$ cat config.mk
export PLATFORM = sky130hd
export DESIGN_NAME = itaf_ctrl
export DESIGN_NICKNAME = d
export VERILOG_FILES = /design/src/hdl/integer_to_ascii_formatter_macros.svh /design/src/hdl/itaf_pkg.sv /design/src/hdl/itaf_ctrl.sv
export SDC_FILE = /design/constraint.sdc
export NUM_CORES = 1
export LEC_CHECK = 0
export ABC_AREA = 1
export BUFFER_PORTS_ARGS = -buffer_cell sky130_fd_sc_hd__buf_2
export CORE_AREA = 3 3 40 42
export CTS_BUF_LIST = sky130_fd_sc_hd__clkbuf_8
export CTS_CLUSTER_DIAMETER = 60
export DETAILED_ROUTE_END_ITERATION = 6
export DIE_AREA = 0 0 43 45
export MAX_ROUTING_LAYER = met4
export PLACE_DENSITY = 0.34
export SETUP_SLACK_MARGIN = 0.02
export SYNTH_ARGS = -nofsm -noshare
export SYNTH_HDL_FRONTEND = slang
export SYNTH_SLANG_ARGS = --single-unit
export TNS_END_PERCENT = 100
$ cat constraint.sdc
create_clock -name clock -period 1.4 [get_ports clock]
set_input_delay 0.28 -clock clock [delete_from_list [all_inputs] [get_ports clock]]
set_output_delay 0.28 -clock clock [all_outputs]
set_load 0.03 [all_outputs]
$ cat src/hdl/integer_to_ascii_formatter_macros.svh
// assertion macros for the integer to ascii formatter
`ifndef INTEGER_TO_ASCII_FORMATTER_MACROS_SVH
`define INTEGER_TO_ASCII_FORMATTER_MACROS_SVH
`ifndef SYNTHESIS
// antecedent in one cycle implies consequent in the same cycle
`define ITAF_ASSERT_SAME(label, clk, rst, ante, cons) \
   label: assert property (@(posedge clk) disable iff (rst) (ante) |-> (cons)) \
      else $error("assertion failed");
// antecedent in one cycle implies consequent in the next cycle
`define ITAF_ASSERT_NEXT(label, clk, rst, ante, cons) \
   label: assert property (@(posedge clk) disable iff (rst) (ante) |=> (cons)) \
      else $error("assertion failed");
`else
`define ITAF_ASSERT_SAME(label, clk, rst, ante, cons)
`define ITAF_ASSERT_NEXT(label, clk, rst, ante, cons)
`endif
`endif

$ cat src/hdl/itaf_pkg.sv
// shared types, codes and helpers of the integer to ascii formatter
package itaf_pkg;

   localparam int KIND_W = 3;
   localparam int VALUE_W = 64;
   localparam int CHAR_W = 8;
   localparam int COUNT_W = 31;
   localparam int PRE_N = 5;     // longest prefix: "(nil)"
   localparam int DIG_N = 16;    // longest digit string: 64-bit hex
   localparam int PLEN_W = 3;
   localparam int NDIG_W = 5;
   localparam int DIG_IDX_W = 4;

   localparam logic [KIND_W-1:0] KIND_CHAR = 3'd0;
   localparam logic [KIND_W-1:0] KIND_SDEC = 3'd1;
   localparam logic [KIND_W-1:0] KIND_UDEC = 3'd2;
   localparam logic [KIND_W-1:0] KIND_HEXL = 3'd3;
   localparam logic [KIND_W-1:0] KIND_HEXU = 3'd4;
   localparam logic [KIND_W-1:0] KIND_PTR = 3'd5;

   localparam logic [CHAR_W-1:0] CH_MINUS = 8'h2D;
   localparam logic [CHAR_W-1:0] CH_ZERO = 8'h30;
   localparam logic [CHAR_W-1:0] CH_X = 8'h78;
   localparam logic [CHAR_W-1:0] CH_LPAREN = 8'h28;
   localparam logic [CHAR_W-1:0] CH_N = 8'h6E;
   localparam logic [CHAR_W-1:0] CH_I = 8'h69;
   localparam logic [CHAR_W-1:0] CH_L = 8'h6C;
   localparam logic [CHAR_W-1:0] CH_RPAREN = 8'h29;
   localparam logic [CHAR_W-1:0] CH_UPPER_A = 8'h41;
   localparam logic [CHAR_W-1:0] CH_LOWER_A = 8'h61;

   localparam logic [COUNT_W-1:0] COUNT_MAX = {COUNT_W{1'b1}};

   // ceil(2^35 / 10): floor(v * RECIP10 / 2^35) == v / 10 for every 32-bit v
   localparam logic [31:0] RECIP10 = 32'hCCCCCCCD;
   localparam int RECIP10_SHIFT = 35;

   typedef struct packed {
      logic load;      // take a new request
      logic step;      // produce one digit
      logic advance;   // current character taken
   } itaf_cmd_type;

   typedef struct packed {
      logic bad_kind;   // request kind emits nothing
      logic no_digits;  // request is prefix only (char, nil pointer)
      logic conv_done;  // this step leaves a zero value
      logic emit_last;  // character on the output is the final one
   } itaf_stat_type;

   // ascii text of one digit value
   function automatic logic [CHAR_W-1:0] digit_char(input logic [3:0] d, input logic upper);
      logic [CHAR_W-1:0] base;
      base = upper ? CH_UPPER_A : CH_LOWER_A;
      if (d < 4'd10) begin
         return CH_ZERO + {4'b0, d};
      end else begin
         return base + {4'b0, d} - 8'd10;
      end
   endfunction

endpackage

$ cat src/hdl/itaf_ctrl.sv
// controller state machine of the integer to ascii formatter
module itaf_ctrl
   import itaf_pkg::*;
(
   input  logic          clock,
   input  logic          reset,
   input  logic          req_valid,
   output logic          req_ready,
   output logic          rsp_valid,
   input  logic          rsp_ready,
   input  itaf_stat_type stat,
   output itaf_cmd_type  cmd
);

   localparam logic [1:0] ST_IDLE = 2'd0;
   localparam logic [1:0] ST_CONV = 2'd1;
   localparam logic [1:0] ST_EMIT = 2'd2;

   logic [1:0] state_ff;
   logic [1:0] state_in;

   always_comb begin
      state_in = state_ff;
      cmd = '0;
      req_ready = 1'b0;
      rsp_valid = 1'b0;
      unique case (state_ff)
         ST_IDLE: begin
            req_ready = 1'b1;
            if (req_valid) begin
               cmd.load = 1'b1;
               if (stat.bad_kind) begin
                  state_in = ST_IDLE;
               end else if (stat.no_digits) begin
                  state_in = ST_EMIT;
               end else begin
                  state_in = ST_CONV;
               end
            end
         end
         ST_CONV: begin
            cmd.step = 1'b1;
            if (stat.conv_done) begin
               state_in = ST_EMIT;
            end
         end
         ST_EMIT: begin
            rsp_valid = 1'b1;
            if (rsp_ready) begin
               cmd.advance = 1'b1;
               if (stat.emit_last) begin
                  state_in = ST_IDLE;
               end
            end
         end
         default: begin
            state_in = ST_IDLE;
         end
      endcase
   end

   always_ff @(posedge clock) begin
      if (reset) begin
         state_ff <= ST_IDLE;
      end else begin
         state_ff <= state_in;
      end
   end

endmodule

==> run summary <==
setup bufs post-CTS: 0
HP Class: primary input to register
max-cap violations: 0
WL final: 465 um
Port Buf Inserts: 12
most flop-heavy register: state_ff
Yosys cell types: 9
crit-path max FO: 6
Avg Synthesized Cell Area: 5.22 sq um
pre-CTS WS: 0.313 ns
root buffer cell: clkbuf_8
vias in the first global route: 183
leading area contributor after synthesis: dfxtp_1
DR DRC count: 0
Top Registers: state_ff x2
worst vdd ir: 0.000255 V
cell count of the worst hold path: 2
clock slew seen by the registers of the worst setup and hold paths: 0.03 ns
first-pass GRT wire length: 669 um
Area Growth Syn to Fin: 81.0%
DR vias: 203
Tcrit/Tclk final: 0.922
Synth Area in Compound Gates: 0.0826
diode count: 0
Hold Path Sink: state_ff[1]
Core ar.: 1280 sq um
R2R depth: 6
post-route ant nets: 0
post-synthesis async set-or-reset flop share: 0
arrival time worst endpoint: 1.01 ns
RSZ-0062 raised after global routing: false
CP Capture Type: output port
worst-margin pin slew: 0.209 ns
final hold vios: 0
Sum Neg Setup Slack: 0 ns
DR WL/cell: 7.88 um
Die Y: 45 um
Worst R2R End: state_ff[1]
kind of critical path: register to output port
sequential cell area: 40.0 sq um
top post-synthesis cells by count: nand2_1, inv_1, nor2_1, dfxtp_1
Power Dens Cells: 1360 nW/um^2
row count: 13
die footprint: 1940 sq um
Post-Synth XOR/XNOR Area: 0
# hold bufs at CTS: 0
Post-Synth Adder-Cell Area: 0
largest family of logic cells by synthesized area: simple AND/OR/NAND/NOR gates
max-slew violation count: 0
slack of the critical path: 0.109 ns
FILL cells: 152
Final Critical Period: 1.29 ns
Clock Latency Late Sink: 0.21 ns
synth top area cells: dfxtp_1, nand2_1, inv_1
R2R setup slack: 0.44 ns
Sink Count: 2
Clock Skew: 0.00128 ns
routability cong.: 0.668
clk buf depth: 2
Slew Limit Headroom: 0.861
post-synthesis mux area share: 0
Post-Syn Nets: 37
f_max: 0.775 GHz
initial antenna violation count: 0
initial core utilization: 0.118
CTS tree: built
all-layer global routing usage: 0.0531
vias per cell: 3.44
outcome: finished, final reports clean
min-delay src: reset
Post-synth EDFFs: 0
Post-Syn Area: 151 sq um
top cell type's share of synthesized area: 0.264
prevailing post-synth register cell: dfxtp_1
Simple-Gate Fraction of Synth Area: 0.479
H-Tree Depth: 1
Chip Width: 43 um
Ys Warns: 0
max reg flops: 2
r2r startpoint: state_ff[1]
CTS buffer count: 3
final setup fails: 0
critical path launch point type: register
Mapped Cells: 29
Req. time, crit path: 1.12 ns
Detailed Place HPWL: 367 um
final net count: 54
largest net degree at the start of global routing: 7
I/O pin count: 13
DRT Pass-1 Iters: 4
area of the multi-input gates: 85.1 sq um
initial DRC count: 8
Synth Register Bits: 2
Leak Pwr: 0.000171 uW
final global-route overflow total: 0
Seq/Total Area, Yosys: 0.264
share of cells above drive strength 1: 0.386
top-count cell post-synth: nand2_1
==> cell usage in the layout, fill, tap and decap left out, drive strengths merged <==
cell type	count
dfxtp	2
nor2	7
clkbuf	4
buf	11
a211oi	1
nand2	9
inv	7
nor3	1
a21oi	1
nand3	1
==> layout make-up <==
type | count | area share
multi-input cells | 20 | 0.311
flip-flops and latches | 2 | 0.146
clock buffers | 3 | 0.151
well taps | 15 | 0.0685
inverters | 7 | 0.0959
repair buffers | 12 | 0.228
==> timing repair <==
action,4_1_cts,5_1_grt
resized for setup,0,2
setup endpoints to repair,0,1
hold endpoints to repair,0,0
==> report_power, final <==
part	leakage (uW)	switching, uW	internal [uW]
registers	0.0000163	5.21	61.2
clock network	0.0000216	48.9	182
logic	0.000133	48.9	26.4
total	0.000171	103	270
==> layer usage <==
metal / share of wire / up-vias / global-route usage
met1: 0.45 / 74 / 0.0504
met3: 0.12 / 2 / 0.0279
met5: 0 / - / -
met2: 0.39 / 11 / 0.0659
met4: 0.030 / 0 / 0.0723
li1: - / 116 / -
==> worst max path at each step <==
stage / start / cells after the start / slack (ns) / endpoint
CTS: state_ff[0] / 4 / 0.09 / cmd[0]
detailed placement: state_ff[0] / 4 / 0.31 / cmd[0]
global route: state_ff[1] / 3 / 0.05 / cmd[0]
finish: state_ff[1] / 3 / 0.11 / cmd[0]
global placement: state_ff[0] / 4 / 0.31 / cmd[0]
floorplan: state_ff[1] / 1 / 0.08 / cmd[2]
==> stage by stage <==
step                      instance area, sq um  cells  hold slack [ns]   util  total power, uW
final                                      274     59            0.251  0.213              373
after global routing                       274     59            0.247  0.213              387
after CTS                                  272     59            0.246  0.211              376
after detailed placement                   230     56            0.467  0.179              142
after global placement                     230     56            0.467  0.179              143
after floorplan                            151     29            0.352      -              116
==> critical path, stage by stage (launching register included) <==
cell      delay (ns)
dfxtp_1         0.42
nand2_1         0.11
nor2_1          0.09
clkbuf_4        0.19
==> kinds of logic after synthesis <==
| kind of cell | Yosys count |
|---|---|
| and+or+nand+nor | 18 |
| DFF | 2 |
| buffers and inverters | 7 |
| AOI/OAI and AO/OA | 2 |
No activity file was read; power rests on OpenSTA's default activity.
